## src/rtl/cpkc_pkg.sv

```systemverilog
// Package for the clock panel key controller: item types, codes, constants
// and small arithmetic helpers. No dependencies.
`timescale 1ns / 1ps

package cpkc_pkg;

  localparam int KEY_DEBOUNCE_DEF = 10;
  localparam int NAV_DEBOUNCE_DEF = 20;
  localparam int KEY_CNT_W        = 4;
  localparam int NAV_CNT_W        = 5;

  localparam logic [5:0] NAV_IDLE   = 6'd40;
  localparam logic [5:0] NAV_UP     = 6'd28;
  localparam logic [5:0] NAV_DOWN   = 6'd11;
  localparam logic [5:0] NAV_RIGHT  = 6'd5;
  localparam logic [5:0] NAV_LEFT   = 6'd23;
  localparam logic [5:0] NAV_CENTER = 6'd17;
  localparam logic [5:0] NAV_LAMP   = 6'd0;

  localparam logic [10:0] FREQ_MAX  = 11'd1080;
  localparam logic [10:0] FREQ_MIN  = 11'd875;
  localparam logic [10:0] FREQ_INIT = 11'd975;
  localparam logic [3:0]  VOL_MAX   = 4'd15;
  localparam logic [3:0]  VOL_INIT  = 4'd5;

  // cursor positions on the hh:mm:ss display
  localparam logic [2:0] CUR_HT = 3'd0;
  localparam logic [2:0] CUR_HU = 3'd1;
  localparam logic [2:0] CUR_MT = 3'd3;
  localparam logic [2:0] CUR_MU = 3'd4;
  localparam logic [2:0] CUR_ST = 3'd6;
  localparam logic [2:0] CUR_SU = 3'd7;

  localparam logic [1:0] CFG_ALARM_HOUR   = 2'd0;
  localparam logic [1:0] CFG_ALARM_MINUTE = 2'd1;
  localparam logic [1:0] CFG_ALARM_SECOND = 2'd2;

  typedef enum logic [2:0] {
    MODE_CLOCK  = 3'd1,
    MODE_SENSOR = 3'd2,
    MODE_ALARM  = 3'd3,
    MODE_RADIO  = 3'd4
  } mode_t;

  typedef logic [3:0] digit_t;
  typedef digit_t [5:0] digits_t;

  typedef struct packed {
    logic        mode_key_low;
    logic        light_key_low;
    logic [11:0] nav_level;
    logic [4:0]  now_hours;
    logic [5:0]  now_minutes;
    logic [5:0]  now_seconds;
  } in_item_t;

  typedef struct packed {
    logic [2:0]  mode_now;
    logic        editing;
    logic [2:0]  cursor_pos;
    logic        time_write;
    logic        alarm_write;
    logic [4:0]  set_hours;
    logic [5:0]  set_minutes;
    logic [5:0]  set_seconds;
    logic [3:0]  volume_level;
    logic [10:0] tuned_freq;
    logic [7:0]  lamp_bits;
    logic        buzzer_toggle;
  } out_item_t;

  typedef struct packed {
    logic mode_act;
    logic light_act;
    logic nav_act;
  } key_act_t;

  // ladder sample / 100, exact for 12-bit samples
  function automatic logic [5:0] nav_code(input logic [11:0] lvl);
    logic [24:0] prod;
    prod = {13'd0, lvl} * 25'd5243;
    return prod[24:19];
  endfunction

  // {tens, units} of a value below 64
  function automatic logic [7:0] split_dec(input logic [5:0] v);
    logic [9:0] prod;
    logic [3:0] q;
    logic [5:0] r;
    prod = {4'd0, v} * 10'd13;
    q    = prod[10-1:7] & 4'hf;
    r    = v - 6'({2'd0, q} * 6'd10);
    return {q, r[3:0]};
  endfunction

  function automatic logic [7:0] join_dec(input digit_t t, input digit_t u);
    return ({4'd0, t} * 8'd10) + {4'd0, u};
  endfunction

endpackage

```

## src/rtl/cpkc_debounce.sv

```systemverilog
// Up/down counter debouncer for one key; fires once per press.
// Depends on nothing outside this file.
`timescale 1ns / 1ps

module cpkc_debounce #(
  parameter int CNT_W = 4,
  parameter int LIMIT = 10
) (
  input  logic clk,
  input  logic rst_n,
  input  logic en,
  input  logic pressed,
  output logic act
);

  localparam logic [CNT_W-1:0] LIM = CNT_W'(LIMIT);

  logic [CNT_W-1:0] cnt_r, cnt_nxt;
  logic             rel_r, rel_nxt;

  always_comb begin
    cnt_nxt = cnt_r;
    rel_nxt = rel_r;
    act     = 1'b0;
    if (pressed) begin
      if (cnt_r < LIM) begin
        cnt_nxt = cnt_r + 1'b1;
      end else begin
        act     = rel_r;
        rel_nxt = 1'b0;
      end
    end else if (cnt_r != '0) begin
      cnt_nxt = cnt_r - 1'b1;
    end else begin
      rel_nxt = 1'b1;
    end
  end

  always_ff @(posedge clk) begin
    if (!rst_n) begin
      cnt_r <= '0;
      rel_r <= 1'b0;
    end else if (en) begin
      cnt_r <= cnt_nxt;
      rel_r <= rel_nxt;
    end
  end

endmodule

```

## src/rtl/cpkc_core.sv

```systemverilog
// Panel state update for one item: mode, digit edit, radio, lamps, alarm.
// Depends on cpkc_pkg; key actions come from the debouncers.
`timescale 1ns / 1ps

module cpkc_core (
  input  logic                clk,
  input  logic                rst_n,
  input  logic                en,
  input  cpkc_pkg::key_act_t  act,
  input  logic [5:0]          code,
  input  logic [4:0]          now_h,
  input  logic [5:0]          now_m,
  input  logic [5:0]          now_s,
  input  logic                cfg_we,
  input  logic [1:0]          cfg_idx,
  input  logic [5:0]          cfg_val,
  output cpkc_pkg::out_item_t res
);

  cpkc_pkg::mode_t   mode_r, mode_nxt;
  logic              edit_r, edit_nxt;
  logic [2:0]        cur_r, cur_nxt;
  cpkc_pkg::digits_t dig_r, dig_a, dig_nxt;
  logic [3:0]        vol_r, vol_nxt;
  logic [10:0]       freq_r, freq_nxt;
  logic              ltog_r, ltog_nxt;
  logic              ntog_r, ntog_nxt;
  logic [7:0]        lamp_r, lamp_nxt;
  logic [4:0]        al_h_r;
  logic [5:0]        al_m_r, al_s_r;

  logic        dig_mode, tw, aw;
  logic [7:0]  ph, pm, ps, jh, jm, js;
  logic [4:0]  sh, ah, ch;
  logic [5:0]  sm, ss, am, as, cm, cs, sdiff;

  // mode sequence
  always_comb begin
    mode_nxt = mode_r;
    if (act.mode_act) begin
      case (mode_r)
        cpkc_pkg::MODE_CLOCK:  mode_nxt = cpkc_pkg::MODE_SENSOR;
        cpkc_pkg::MODE_SENSOR: mode_nxt = cpkc_pkg::MODE_ALARM;
        cpkc_pkg::MODE_ALARM:  mode_nxt = cpkc_pkg::MODE_RADIO;
        default:               mode_nxt = cpkc_pkg::MODE_CLOCK;
      endcase
    end
  end

  // digits seeded from the alarm when alarm mode is entered
  always_comb begin
    ph = cpkc_pkg::split_dec({1'b0, al_h_r});
    pm = cpkc_pkg::split_dec(al_m_r);
    ps = cpkc_pkg::split_dec(al_s_r);
    dig_a = dig_r;
    if (act.mode_act && mode_nxt == cpkc_pkg::MODE_ALARM) begin
      dig_a = {ps[3:0], ps[7:4], pm[3:0], pm[7:4], ph[3:0], ph[7:4]};
    end
  end

  // navigation keys
  always_comb begin
    logic [7:0] nh_p, nm_p, ns_p;
    nh_p     = cpkc_pkg::split_dec({1'b0, now_h});
    nm_p     = cpkc_pkg::split_dec(now_m);
    ns_p     = cpkc_pkg::split_dec(now_s);
    dig_mode = (mode_nxt == cpkc_pkg::MODE_CLOCK) || (mode_nxt == cpkc_pkg::MODE_ALARM);
    dig_nxt  = dig_a;
    cur_nxt  = cur_r;
    vol_nxt  = vol_r;
    freq_nxt = freq_r;
    edit_nxt = edit_r;
    ntog_nxt = ntog_r;
    tw       = 1'b0;
    aw       = 1'b0;
    if (act.nav_act) begin
      if (code == cpkc_pkg::NAV_UP) begin
        if (dig_mode) begin
          case (cur_r)
            cpkc_pkg::CUR_HT: dig_nxt[0] = (dig_a[0] < 4'd2) ? dig_a[0] + 4'd1 : 4'd0;
            cpkc_pkg::CUR_HU: begin
              if (dig_a[0] < 4'd2 && dig_a[1] < 4'd10) begin
                dig_nxt[1] = (dig_a[1] == 4'd9) ? 4'd0 : dig_a[1] + 4'd1;
              end else if (dig_a[0] == 4'd2 && dig_a[1] < 4'd4) begin
                dig_nxt[1] = (dig_a[1] == 4'd3) ? 4'd0 : dig_a[1] + 4'd1;
              end else begin
                dig_nxt[1] = 4'd0;
              end
            end
            cpkc_pkg::CUR_MT: dig_nxt[2] = (dig_a[2] < 4'd5) ? dig_a[2] + 4'd1 : 4'd0;
            cpkc_pkg::CUR_MU: dig_nxt[3] = (dig_a[3] < 4'd9) ? dig_a[3] + 4'd1 : 4'd0;
            cpkc_pkg::CUR_ST: dig_nxt[4] = (dig_a[4] < 4'd5) ? dig_a[4] + 4'd1 : 4'd0;
            cpkc_pkg::CUR_SU: dig_nxt[5] = (dig_a[5] < 4'd9) ? dig_a[5] + 4'd1 : 4'd0;
            default: dig_nxt = dig_a;
          endcase
        end else if (mode_nxt == cpkc_pkg::MODE_RADIO) begin
          vol_nxt = (vol_r >= cpkc_pkg::VOL_MAX) ? 4'd0 : vol_r + 4'd1;
        end
      end else if (code == cpkc_pkg::NAV_DOWN) begin
        if (dig_mode) begin
          case (cur_r)
            cpkc_pkg::CUR_HT: dig_nxt[0] = (dig_a[0] != 4'd0) ? dig_a[0] - 4'd1 : 4'd2;
            cpkc_pkg::CUR_HU: begin
              if (dig_a[0] < 4'd2) begin
                dig_nxt[1] = (dig_a[1] != 4'd0) ? dig_a[1] - 4'd1 : 4'd9;
              end else if (dig_a[0] == 4'd2) begin
                dig_nxt[1] = (dig_a[1] != 4'd0) ? dig_a[1] - 4'd1 : 4'd3;
              end
            end
            cpkc_pkg::CUR_MT: dig_nxt[2] = (dig_a[2] != 4'd0) ? dig_a[2] - 4'd1 : 4'd5;
            cpkc_pkg::CUR_MU: dig_nxt[3] = (dig_a[3] != 4'd0) ? dig_a[3] - 4'd1 : 4'd9;
            cpkc_pkg::CUR_ST: dig_nxt[4] = (dig_a[4] != 4'd0) ? dig_a[4] - 4'd1 : 4'd5;
            cpkc_pkg::CUR_SU: dig_nxt[5] = (dig_a[5] != 4'd0) ? dig_a[5] - 4'd1 : 4'd9;
            default: dig_nxt = dig_a;
          endcase
        end else if (mode_nxt == cpkc_pkg::MODE_RADIO) begin
          vol_nxt = (vol_r != 4'd0) ? vol_r - 4'd1 : cpkc_pkg::VOL_MAX;
        end
      end else if (code == cpkc_pkg::NAV_RIGHT) begin
        if (dig_mode) begin
          if (cur_r == cpkc_pkg::CUR_HU || cur_r == cpkc_pkg::CUR_MU) begin
            cur_nxt = cur_r + 3'd2;
          end else if (cur_r < cpkc_pkg::CUR_SU) begin
            cur_nxt = cur_r + 3'd1;
          end else begin
            cur_nxt = cpkc_pkg::CUR_HT;
          end
        end else if (mode_nxt == cpkc_pkg::MODE_RADIO) begin
          freq_nxt = (freq_r >= cpkc_pkg::FREQ_MAX) ? cpkc_pkg::FREQ_MIN : freq_r + 11'd1;
        end
      end else if (code == cpkc_pkg::NAV_LEFT) begin
        if (dig_mode) begin
          if (cur_r == cpkc_pkg::CUR_MT || cur_r == cpkc_pkg::CUR_ST) begin
            cur_nxt = cur_r - 3'd2;
          end else if (cur_r != cpkc_pkg::CUR_HT) begin
            cur_nxt = cur_r - 3'd1;
          end else begin
            cur_nxt = cpkc_pkg::CUR_SU;
          end
        end else if (mode_nxt == cpkc_pkg::MODE_RADIO) begin
          freq_nxt = (freq_r <= cpkc_pkg::FREQ_MIN) ? cpkc_pkg::FREQ_MAX : freq_r - 11'd1;
        end
      end else if (code == cpkc_pkg::NAV_CENTER) begin
        edit_nxt = ~edit_r;
        if (edit_nxt && mode_nxt == cpkc_pkg::MODE_CLOCK) begin
          dig_nxt = {ns_p[3:0], ns_p[7:4], nm_p[3:0], nm_p[7:4], nh_p[3:0], nh_p[7:4]};
        end else if (!edit_nxt && mode_nxt == cpkc_pkg::MODE_CLOCK) begin
          tw = 1'b1;
        end else if (!edit_nxt && mode_nxt == cpkc_pkg::MODE_ALARM) begin
          aw = 1'b1;
        end
      end else if (code == cpkc_pkg::NAV_LAMP) begin
        ntog_nxt = ~ntog_r;
      end
    end
  end

  // lamps: low nibble follows the light key, high nibble the nav lamp key
  always_comb begin
    ltog_nxt = act.light_act ? ~ltog_r : ltog_r;
    lamp_nxt = lamp_r;
    if (act.light_act) begin
      lamp_nxt[3:0] = {4{ltog_nxt}};
    end
    if (act.nav_act && code == cpkc_pkg::NAV_LAMP) begin
      lamp_nxt[7:4] = {4{ntog_nxt}};
    end
  end

  // assembled values, alarm match
  always_comb begin
    jh    = cpkc_pkg::join_dec(dig_nxt[0], dig_nxt[1]);
    jm    = cpkc_pkg::join_dec(dig_nxt[2], dig_nxt[3]);
    js    = cpkc_pkg::join_dec(dig_nxt[4], dig_nxt[5]);
    sh    = jh[4:0];
    sm    = jm[5:0];
    ss    = js[5:0];
    ah    = aw ? sh : al_h_r;
    am    = aw ? sm : al_m_r;
    as    = aw ? ss : al_s_r;
    ch    = tw ? sh : now_h;
    cm    = tw ? sm : now_m;
    cs    = tw ? ss : now_s;
    sdiff = cs - as;
  end

  always_comb begin
    res.mode_now      = mode_nxt;
    res.editing       = edit_nxt;
    res.cursor_pos    = cur_nxt;
    res.time_write    = tw;
    res.alarm_write   = aw;
    res.set_hours     = sh;
    res.set_minutes   = sm;
    res.set_seconds   = ss;
    res.volume_level  = vol_nxt;
    res.tuned_freq    = freq_nxt;
    res.lamp_bits     = lamp_nxt;
    res.buzzer_toggle = (ch == ah) && (cm == am) && (cs >= as) && (sdiff <= 6'd3);
  end

  always_ff @(posedge clk) begin
    if (!rst_n) begin
      mode_r <= cpkc_pkg::MODE_CLOCK;
      edit_r <= 1'b0;
      cur_r  <= cpkc_pkg::CUR_SU;
      dig_r  <= '0;
      vol_r  <= cpkc_pkg::VOL_INIT;
      freq_r <= cpkc_pkg::FREQ_INIT;
      ltog_r <= 1'b0;
      ntog_r <= 1'b0;
      lamp_r <= '0;
    end else if (en) begin
      mode_r <= mode_nxt;
      edit_r <= edit_nxt;
      cur_r  <= cur_nxt;
      dig_r  <= dig_nxt;
      vol_r  <= vol_nxt;
      freq_r <= freq_nxt;
      ltog_r <= ltog_nxt;
      ntog_r <= ntog_nxt;
      lamp_r <= lamp_nxt;
    end
  end

  always_ff @(posedge clk) begin
    if (!rst_n) begin
      al_h_r <= '0;
      al_m_r <= '0;
      al_s_r <= '0;
    end else if (cfg_we) begin
      case (cfg_idx)
        cpkc_pkg::CFG_ALARM_HOUR:   al_h_r <= cfg_val[4:0];
        cpkc_pkg::CFG_ALARM_MINUTE: al_m_r <= cfg_val;
        cpkc_pkg::CFG_ALARM_SECOND: al_s_r <= cfg_val;
        default: ;
      endcase
    end else if (en && aw) begin
      al_h_r <= sh;
      al_m_r <= sm;
      al_s_r <= ss;
    end
  end

endmodule

```

## src/rtl/clock_panel_key_controller.sv

```systemverilog
// Clock panel key controller: one item per tick of keys, ladder sample and
// current time; one result item per input item.
//
// Input channel (in_valid / in_stall / in_data): one item per 1 ms tick.
// Result channel (out_valid / out_stall / out_data): one result per item,
// carrying mode, edit state, cursor, write strobes, assembled set time,
// volume, frequency, lamp byte and buzzer flag after that tick.
// Config channel (cfg_valid / cfg_ready / cfg_index / cfg_data): writes the
// alarm hour, minute or second; always ready; write only while idle.
// An accepted item waits in the input register until the result register is
// free or being taken; its result is then registered in the result register.
// Throughput: one item per cycle while out_stall is low; input and result
// registers hold one item each, and all per-item work sits between them.
// When out_stall holds, the result register keeps its item and in_stall
// rises once the input register is also full.
// Reset (rst_n low, synchronous): both channels empty, mode clock, volume 5,
// frequency 975, cursor on seconds units, alarm 00:00:00, keys armed only
// after each has been seen released.
// Depends on cpkc_pkg, cpkc_debounce and cpkc_core.
`timescale 1ns / 1ps

module clock_panel_key_controller #(
  parameter int KEY_DEBOUNCE = cpkc_pkg::KEY_DEBOUNCE_DEF,
  parameter int NAV_DEBOUNCE = cpkc_pkg::NAV_DEBOUNCE_DEF
) (
  input  logic                clk,
  input  logic                rst_n,
  input  logic                in_valid,
  output logic                in_stall,
  input  cpkc_pkg::in_item_t  in_data,
  output logic                out_valid,
  input  logic                out_stall,
  output cpkc_pkg::out_item_t out_data,
  input  logic                cfg_valid,
  output logic                cfg_ready,
  input  logic [1:0]          cfg_index,
  input  logic [5:0]          cfg_data
);

  logic                s1_valid_r, s1_valid_nxt;
  cpkc_pkg::in_item_t  s1_item_r;
  logic                out_valid_r, out_valid_nxt;
  cpkc_pkg::out_item_t out_item_r;
  logic                adv, in_acc;
  logic [5:0]          code;
  cpkc_pkg::key_act_t  act;
  cpkc_pkg::out_item_t res;

  assign adv       = s1_valid_r && (!out_valid_r || !out_stall);
  assign in_stall  = s1_valid_r && !adv;
  assign in_acc    = in_valid && !in_stall;
  assign cfg_ready = 1'b1;
  assign out_valid = out_valid_r;
  assign out_data  = out_item_r;
  assign code      = cpkc_pkg::nav_code(s1_item_r.nav_level);

  always_comb begin
    s1_valid_nxt  = in_acc ? 1'b1 : (adv ? 1'b0 : s1_valid_r);
    out_valid_nxt = adv ? 1'b1 : (out_stall ? out_valid_r : 1'b0);
  end

  cpkc_debounce #(.CNT_W(cpkc_pkg::KEY_CNT_W), .LIMIT(KEY_DEBOUNCE)) u_mode_db (
    .clk(clk), .rst_n(rst_n), .en(adv),
    .pressed(s1_item_r.mode_key_low), .act(act.mode_act)
  );

  cpkc_debounce #(.CNT_W(cpkc_pkg::KEY_CNT_W), .LIMIT(KEY_DEBOUNCE)) u_light_db (
    .clk(clk), .rst_n(rst_n), .en(adv),
    .pressed(s1_item_r.light_key_low), .act(act.light_act)
  );

  cpkc_debounce #(.CNT_W(cpkc_pkg::NAV_CNT_W), .LIMIT(NAV_DEBOUNCE)) u_nav_db (
    .clk(clk), .rst_n(rst_n), .en(adv),
    .pressed(code != cpkc_pkg::NAV_IDLE), .act(act.nav_act)
  );

  cpkc_core u_core (
    .clk     (clk),
    .rst_n   (rst_n),
    .en      (adv),
    .act     (act),
    .code    (code),
    .now_h   (s1_item_r.now_hours),
    .now_m   (s1_item_r.now_minutes),
    .now_s   (s1_item_r.now_seconds),
    .cfg_we  (cfg_valid && cfg_ready),
    .cfg_idx (cfg_index),
    .cfg_val (cfg_data),
    .res     (res)
  );

  always_ff @(posedge clk) begin
    if (!rst_n) begin
      s1_valid_r  <= 1'b0;
      out_valid_r <= 1'b0;
    end else begin
      s1_valid_r  <= s1_valid_nxt;
      out_valid_r <= out_valid_nxt;
    end
  end

  always_ff @(posedge clk) begin
    if (in_acc) begin
      s1_item_r <= in_data;
    end
    if (adv) begin
      out_item_r <= res;
    end
  end

endmodule

```

## config.mk

```make
export PLATFORM = sky130hd
export DESIGN_NAME = clock_panel_key_controller
export DESIGN_NICKNAME = d
export VERILOG_FILES = /design/src/rtl/cpkc_pkg.sv /design/src/rtl/cpkc_debounce.sv /design/src/rtl/cpkc_core.sv /design/src/rtl/clock_panel_key_controller.sv
export SDC_FILE = /design/constraint.sdc
export NUM_CORES = 1
export LEC_CHECK = 0
export BUFFER_PORTS_ARGS = -buffer_cell sky130_fd_sc_hd__buf_4
export CORE_MARGIN = 2
export CORE_UTILIZATION = 63
export CTS_CLUSTER_DIAMETER = 80
export CTS_CLUSTER_SIZE = 14
export DETAILED_ROUTE_END_ITERATION = 8
export PLACE_DENSITY = 0.82
export SYNTH_ARGS = -nofsm -noshare
export SYNTH_HDL_FRONTEND = slang
export SYNTH_SLANG_ARGS = --single-unit
```

## constraint.sdc

```tcl
create_clock -name clk -period 13.5 [get_ports clk]
set_input_delay 0.675 -clock clk [delete_from_list [all_inputs] [get_ports clk]]
set_output_delay 0.675 -clock clk [all_outputs]
set_load 0.01 [all_outputs]
```

==> impl_metrics.env, run 1 <==
export IMPL_yosysWarnings=0
export IMPL_ys_types=94
export IMPL_antenna_cells=0
export IMPL_synth_edf_count=81
export IMPL_hold_viol_final=0
export IMPL_dp_cells=2328
export IMPL_clk_pin_slew_ns=0.08
export IMPL_ir_worst_vdd_mv=0.0874
export IMPL_die_area_mm2=0.0279
export IMPL_htreeDepth=4
export IMPL_routed_top_layer="met4"
export IMPL_cts_hold_buf=0
export IMPL_vias_per_cell=6.36
export IMPL_cts_resized=0
export IMPL_cts_path_max_buffers=2
export IMPL_power_density_mw_per_mm2=119
export IMPL_cap_violations=0
export IMPL_wire_per_inst_um=18.8
export IMPL_hold_class="input pin to register"
export IMPL_finalClockSkew_ns=0.0150
export IMPL_die_y_um=167
export IMPL_setup_violations_final=0
export IMPL_post_cts_buffers=0
export IMPL_fp_dieW_um=167
export IMPL_yosysSeqAreaShare_pct=25.4
export IMPL_initial_utilization_pct=64.3
export IMPL_cts_root_buf="clkbuf_16"
export IMPL_synthAdderAreaFrac_pct=24.9
export IMPL_place_congestion=0.981
export IMPL_r2r_end="out_data[0]"
export IMPL_synthMuxAreaShare_pct=1.94
export IMPL_worstPathMaxFanout=17
export IMPL_grt_pass1_wl_um=71700
export IMPL_met1_length_um=18800
export IMPL_min_period_over_period_pct=79.4
export IMPL_cp_startpoint="s1_item_r[23]"
export IMPL_dr_wl_met3_um=3490
export IMPL_drt_iter0_drc=1432
export IMPL_synthXorXnorAreaFrac_pct=4.81
export IMPL_dr_total_vias=15008
export IMPL_final_setup_tns_ns=0
export IMPL_final_antenna_net_count=0
export IMPL_crit_reg2reg_launch="s1_item_r[23]"
export IMPL_boundaryPins=97
export IMPL_grt_use_total_pct=31.2
export IMPL_cp_common_cell="fa_1"
export IMPL_p_leak_nw=8.26
export IMPL_grt_pass1_vias=14177
export IMPL_min_period_ns=10.72
export IMPL_synth_compound_area_share_pct=19.8
export IMPL_crit_required_ns=13.78
export IMPL_n_fill_cell=2073
export IMPL_placed_cell_area_mm2=0.0177
export IMPL_syn_num_nets=2307
export IMPL_antenna_found_initial=0
export IMPL_grt_max_degree=83
export IMPL_synth_top_family_by_area="adder cells"
export IMPL_drcViolationCount=0
export IMPL_cts_tree="yes"
export IMPL_slowest_delay_ns=0.73
export IMPL_fmax_ghz=0.0933
export IMPL_crit_type="register to register"
export IMPL_finalNonFillerCells=2360
export IMPL_worstMarginPinSlew_ns=1.15
export IMPL_rsz0062_at_grt="no"
export IMPL_io_buffers=95
export IMPL_drive_gt1_share_pct=8.79
export IMPL_synthFlopType="dfxtp_1"
export IMPL_design_area_mm2=0.0182
export IMPL_core_area_mm2=0.0261
export IMPL_endpoint_kind="register"
export IMPL_postSynthAreaPerCell_um2=8.51
export IMPL_clock_sinks=172
export IMPL_maxSlewHeadroom_pct=22.5
export IMPL_synth_seq_cells=172
export IMPL_grt_remaining_overflow=0
export IMPL_hpwl_um=33100
export IMPL_cts_inserted_buffers=17
export IMPL_cpMaxStageDelayCell="nor4_1"
export IMPL_drv_slew=0
export IMPL_syn_inst=1969
export IMPL_routed_wl_met2_um=20800
export IMPL_r2r_setup_slack_ns=2.78
export IMPL_r2r_cells=34
export IMPL_endpoint="out_data[0]"
export IMPL_final_nets=2350
export IMPL_synthArstFlopShare_pct=0
export IMPL_clk_latency_ns=0.44
export IMPL_area_growth_pct=8.82
export IMPL_status="finished, final reports clean"
export IMPL_synthSimpleGateAreaFrac_pct=16.0
export IMPL_worstPathArrival_ns=11.00
export IMPL_critPathLaunchType="register"
export IMPL_wl_um=44300
export IMPL_synth_area_mm2=0.0168
export IMPL_dr_pass1_iters=5
export IMPL_fp_row_count=59
==> through the flow <==
stage	hold slack, ns	setup WS [ns]	utilization, %	power, W
final	0.404	2.78	70.0	0.00217
after global routing	0.396	2.14	70.0	0.00233
after CTS	0.392	2.89	70.0	0.00216
after detailed placement	0.444	2.91	67.8	0.00166
after global placement	0.437	3.22	67.8	0.00163
after floorplan	0.431	4.00	-	0.00140
==> logic make-up after synthesis <==
group,Yosys count
AO/OA/AOI/OAI,496
XOR/XNOR,88
adder cells (fa/ha/maj),294
buffers and inverters,318
flip-flops,172
multiplexers,31
other,1
AND/OR/NAND/NOR,569
==> registers in the layout, summed over array words and instances (netlist names), 4 cells and up <==
signal,count
u_core.lamp_r,8
u_core.freq_r,11
u_core.al_h_r,5
u_core.al_s_r,6
u_core.al_m_r,6
u_core.dig_r,24
u_mode_db.cnt_r,4
u_light_db.cnt_r,4
u_core.vol_r,4
out_data,50
u_nav_db.cnt_r,5
s1_item_r,31
==> where the power goes <==
group | internal [W] | switching (W)
Combinational | 0.000409 | 0.000667
Sequential | 0.000570 | 0.0000279
Clock | 0.000265 | 0.000235
==> layout make-up <==
| class | count | area (um2) | share of cell area, % |
|---|---|---|---|
| Sequential cell | 172 | 4250 | 23.3 |
| Tap cell | 335 | 419 | 2.30 |
| Timing Repair Buffer | 104 | 781 | 4.28 |
| Inverter | 238 | 896 | 4.91 |
| Clock inverter | 12 | 129 | 0.707 |
| Clock buffer | 20 | 447 | 2.45 |
| Multi-Input combinational cell | 1479 | 11300 | 62.0 |
==> routing by layer <==
| metal | vias to the layer above | global-route usage, % |
|---|---|---|
| li1 | 7069 | - |
| met1 | 7129 | 42.2 |
| met2 | 697 | 51.4 |
| met3 | 113 | 5.46 |
| met4 | 0 | 9.56 |
| met5 | - | 0 |
==> layout by cell type (no fill, tap or decap), types with 19 or more instances in the layout <==
master / instances
inv_1: 234
ha_1: 227
nand2_1: 186
nor2_1: 146
a21oi_1: 132
buf_4: 104
o21ai_0: 102
dfxtp_1: 91
edfxtp_1: 81
fa_1: 67
xnor2_1: 61
nand3_1: 50
nor3_1: 44
mux2i_1: 28
o21a_1: 24
xor2_1: 24
a31oi_1: 23
a211oi_1: 21
o211ai_1: 20
nand4_1: 19
a21o_1: 19
==> synthesized netlist by cell type (5+ instances only) <==
cell type / number / area, um2
a31oi_1: 23 / 144
o22ai_1: 14 / 87.6
o22a_1: 6 / 52.6
o21ai_1: 7 / 35.0
nand4_1: 19 / 119
xor2_1: 24 / 210
a21o_1: 19 / 143
mux2i_1: 28 / 280
nor2_1: 146 / 548
o211ai_1: 20 / 150
fa_1: 67 / 1340
a211oi_1: 21 / 158
inv_1: 235 / 882
nor4_1: 17 / 106
o32ai_1: 6 / 52.6
a21oi_1: 132 / 661
and4_1: 5 / 43.8
o21a_1: 24 / 180
and3_1: 15 / 93.8
edfxtp_1: 81 / 2430
buf_1: 10 / 37.5
a22oi_1: 12 / 90.1
o2111ai_1: 6 / 52.6
nor3_1: 44 / 220
a311oi_1: 8 / 70.1
o221ai_1: 8 / 70.1
ha_1: 227 / 2840
and2_1: 15 / 93.8
nor2b_1: 12 / 75.1
dfxtp_1: 91 / 1820
nand3_1: 50 / 250
nor3b_1: 5 / 37.5
or2_2: 12 / 75.1
or3_1: 12 / 75.1
o21ai_0: 102 / 510
nand2b_1: 14 / 87.6
o31ai_1: 5 / 37.5
a221oi_1: 8 / 70.1
a41oi_1: 7 / 61.3
xnor2_1: 61 / 534
a211o_1: 7 / 61.3
clkbuf_1: 65 / 244
nand2_1: 187 / 702
==> critical path, delay by kind of cell, from the launching register on <==
kind / cells / cell delay (ns)
AO/OA/AOI/OAI: 14 / 2.88
flip-flops: 1 / 0.47
XOR/XNOR: 2 / 0.43
AND/OR/NAND/NOR: 4 / 2.16
multiplexers: 1 / 0.29
adder cells (fa/ha/maj): 9 / 4.07
buffers and inverters: 4 / 0.25
==> worst min path at each step <==
stage          depth (start not counted)               end        startpoint  slack [ns]
5_1_grt                                1      s1_item_r[7]        in_data[7]        0.40
2_1_floorplan                          2  u_core.lamp_r[7]  u_core.lamp_r[7]        0.43
6_report                               1      s1_item_r[6]        in_data[6]        0.40
4_1_cts                                1      s1_item_r[6]        in_data[6]        0.39
3_5_place_dp                           2  u_core.dig_r[23]  u_core.dig_r[23]        0.44
3_3_place_gp                           2  u_core.dig_r[15]  u_core.dig_r[15]        0.44
Power figures use the tool's default switching activity.
==> run 2: changes to the inputs <==
--- a/config.mk
+++ b/config.mk
@@ -7,11 +7,11 @@
 export LEC_CHECK = 0
 export BUFFER_PORTS_ARGS = -buffer_cell sky130_fd_sc_hd__buf_4
 export CORE_MARGIN = 2
-export CORE_UTILIZATION = 63
+export CORE_UTILIZATION = 57
 export CTS_CLUSTER_DIAMETER = 80
 export CTS_CLUSTER_SIZE = 14
 export DETAILED_ROUTE_END_ITERATION = 8
-export PLACE_DENSITY = 0.82
+export PLACE_DENSITY = 0.78
 export SYNTH_ARGS = -nofsm -noshare
 export SYNTH_HDL_FRONTEND = slang
 export SYNTH_SLANG_ARGS = --single-unit
==> constraint.sdc (replaced) <==
create_clock -name clk -period 9.2 [get_ports clk]
set_input_delay 0.46 -clock clk [delete_from_list [all_inputs] [get_ports clk]]
set_output_delay 0.46 -clock clk [all_outputs]
set_load 0.01 [all_outputs]
==> run 2 against run 1 <==
  * Clock-buffer cell count is 2 lower
  * Critical path depth is 1 higher
  * Die area is 10% higher
  * Via count is 2.0% higher
  * Wire length is 4.7% higher
  * Cell area is 6.8% higher
  * Critical endpoint unchanged
  * Largest cell class unchanged
==> impl_metrics.env, run 2 (synthesized netlist as in run 1, its figures left out) <==
export IMPL_boundaryPins=97
export IMPL_hp_start="in_data[22]"
export IMPL_wl_um=46400
export IMPL_mostFrequentLayoutCells="inv_1, ha_1, buf_4, nand2_1, nor2_1"
export IMPL_cts_root_buf="clkbuf_16"
export IMPL_maxSlewHeadroom_pct=18.7
export IMPL_crit_type="register to register"
export IMPL_multi_input_area_mm2=0.0118
export IMPL_final_nets=2438
export IMPL_r2r_cells=35
export IMPL_fp_dieW_um=175
export IMPL_fmax_ghz=0.110
export IMPL_clock_sinks=172
export IMPL_status="finished, final reports clean"
export IMPL_hpwl_um=34500
export IMPL_largest_register_ff_count=50
export IMPL_setup_violations_final=0
export IMPL_drive_gt1_share_pct=15.9
export IMPL_drt_iter0_drc=1446
export IMPL_wire_per_inst_um=18.6
export IMPL_endpoint_kind="register"
export IMPL_clk_latency_ns=0.47
export IMPL_antenna_cells=0
export IMPL_hold_class="input pin to register"
export IMPL_drv_slew=0
export IMPL_grt_pass1_vias=14962
export IMPL_crit_required_ns=9.50
export IMPL_die_area_mm2=0.0308
export IMPL_antenna_found_initial=0
export IMPL_routed_top_layer="met4"
export IMPL_dr_wl_met3_um=3150
export IMPL_seq_area_mm2=0.00425
export IMPL_hold_viol_final=0
export IMPL_clk_pin_slew_ns=0.08
export IMPL_grt_use_total_pct=30.0
export IMPL_cap_violations=0
export IMPL_fp_row_count=62
export IMPL_die_y_um=175
export IMPL_ir_worst_vdd_mv=0.140
export IMPL_dr_pass1_iters=6
export IMPL_holdPathEnd="s1_item_r[22]"
export IMPL_io_buffers=95
export IMPL_cts_hold_buf=0
export IMPL_routed_wl_met2_um=22200
export IMPL_vias_per_cell=6.13
export IMPL_initial_utilization_pct=58.1
export IMPL_n_fill_cell=2292
export IMPL_finalClockSkew_ns=0.0151
export IMPL_area_growth_pct=16.3
export IMPL_grt_pass1_wl_um=74600
export IMPL_place_congestion=0.954
export IMPL_grt_max_degree=72
export IMPL_pre_cts_slack_ns=-0.254
export IMPL_worstMarginPinSlew_ns=1.20
export IMPL_met1_length_um=19600
export IMPL_htreeDepth=4
export IMPL_p_leak_nw=8.72
export IMPL_r2r_end="out_data[0]"
export IMPL_placed_cell_area_mm2=0.0183
export IMPL_r2r_setup_slack_ns=0.1
export IMPL_grt_remaining_overflow=0
export IMPL_cts_tree="yes"
export IMPL_fin_util_pct=67.5
export IMPL_final_antenna_net_count=0
export IMPL_layout_commonest_cell="inv_1"
export IMPL_min_period_over_period_pct=98.9
export IMPL_critPathLaunchType="register"
export IMPL_power_density_mw_per_mm2=186
export IMPL_drcViolationCount=0
export IMPL_min_period_ns=9.10
export IMPL_worstPathArrival_ns=9.40
export IMPL_cts_path_max_buffers=2
export IMPL_min_path_cells=1
export IMPL_dr_total_vias=15302
export IMPL_worstPathMaxFanout=4
export IMPL_cpMaxStageDelayCell="fa_1"
export IMPL_crit_reg2reg_launch="s1_item_r[26]"
export IMPL_cts_inserted_buffers=17
export IMPL_fin_ws_ns=0.0974
export IMPL_core_area_mm2=0.0289
export IMPL_rsz0062_at_grt="yes"
export IMPL_slowest_delay_ns=0.56
export IMPL_design_area_mm2=0.0195
[run 2: worst max-delay path by stage]
stage	to	slack, ns	cells after the start	start
floorplan	out_data[0]	0.03	36	s1_item_r[28]
global placement	out_data[0]	0.01	34	s1_item_r[27]
detailed placement	out_data[0]	-0.25	35	s1_item_r[27]
CTS	out_data[0]	0.005	34	s1_item_r[26]
finish	out_data[0]	0.1	35	s1_item_r[26]
global route	out_data[0]	-0.21	37	s1_item_r[26]
[run 2: metal layers]
layer	vias to the layer above	GRT usage (%)
met1	7341	38.8
met3	107	4.83
met2	611	51.2
met5	-	0
met4	0	10.2
li1	7243	-
[run 2: critical path, delay by kind of cell (launching register included)]
kind / cells / cell delay, ns
AO/OA/AOI/OAI: 10 / 1.67
XOR/XNOR: 2 / 0.32
adder cells (fa/ha/maj): 9 / 3.27
buffers and inverters: 3 / 0.14
flip-flops: 1 / 0.48
multiplexers: 2 / 0.80
AND/OR/NAND/NOR: 9 / 2.25
[run 2: timing repair]
action | in CTS | in global routing
gates resized for setup | 33 | 45
pin swaps | 34 | 45
setup buffers | 12 | 13
setup endpoints to repair | 1 | 1
[run 2: through the flow]
stage / std cells / power (W) / hold WS (ns) / TNS, ns
2_1_floorplan: 1969 / 0.00210 / 0.431 / 0
3_3_place_gp: 2441 / 0.00251 / 0.439 / 0
3_5_place_dp: 2441 / 0.00256 / 0.445 / -0.254
4_1_cts: 2485 / 0.00342 / 0.152 / 0
5_1_grt: 2497 / 0.00385 / 0.145 / -0.212
6_report: 2497 / 0.00362 / 0.161 / 0
[run 2: final cells by class]
type,instances,area share (%)
tap,384,2.47
clock inverter,14,0.770
timing repair buffer,192,7.47
clock buffer,18,2.31
sequential,172,21.8
inverter,238,4.60
multi-input combinational,1479,60.6
[run 2: report_power, final]
part	switching, W	internal [W]	leakage [nW]	total (W)
Sequential	0.0000381	0.000837	1.49	0.000875
Clock	0.000359	0.000399	0.285	0.000759
Combinational	0.00114	0.000843	6.94	0.00199
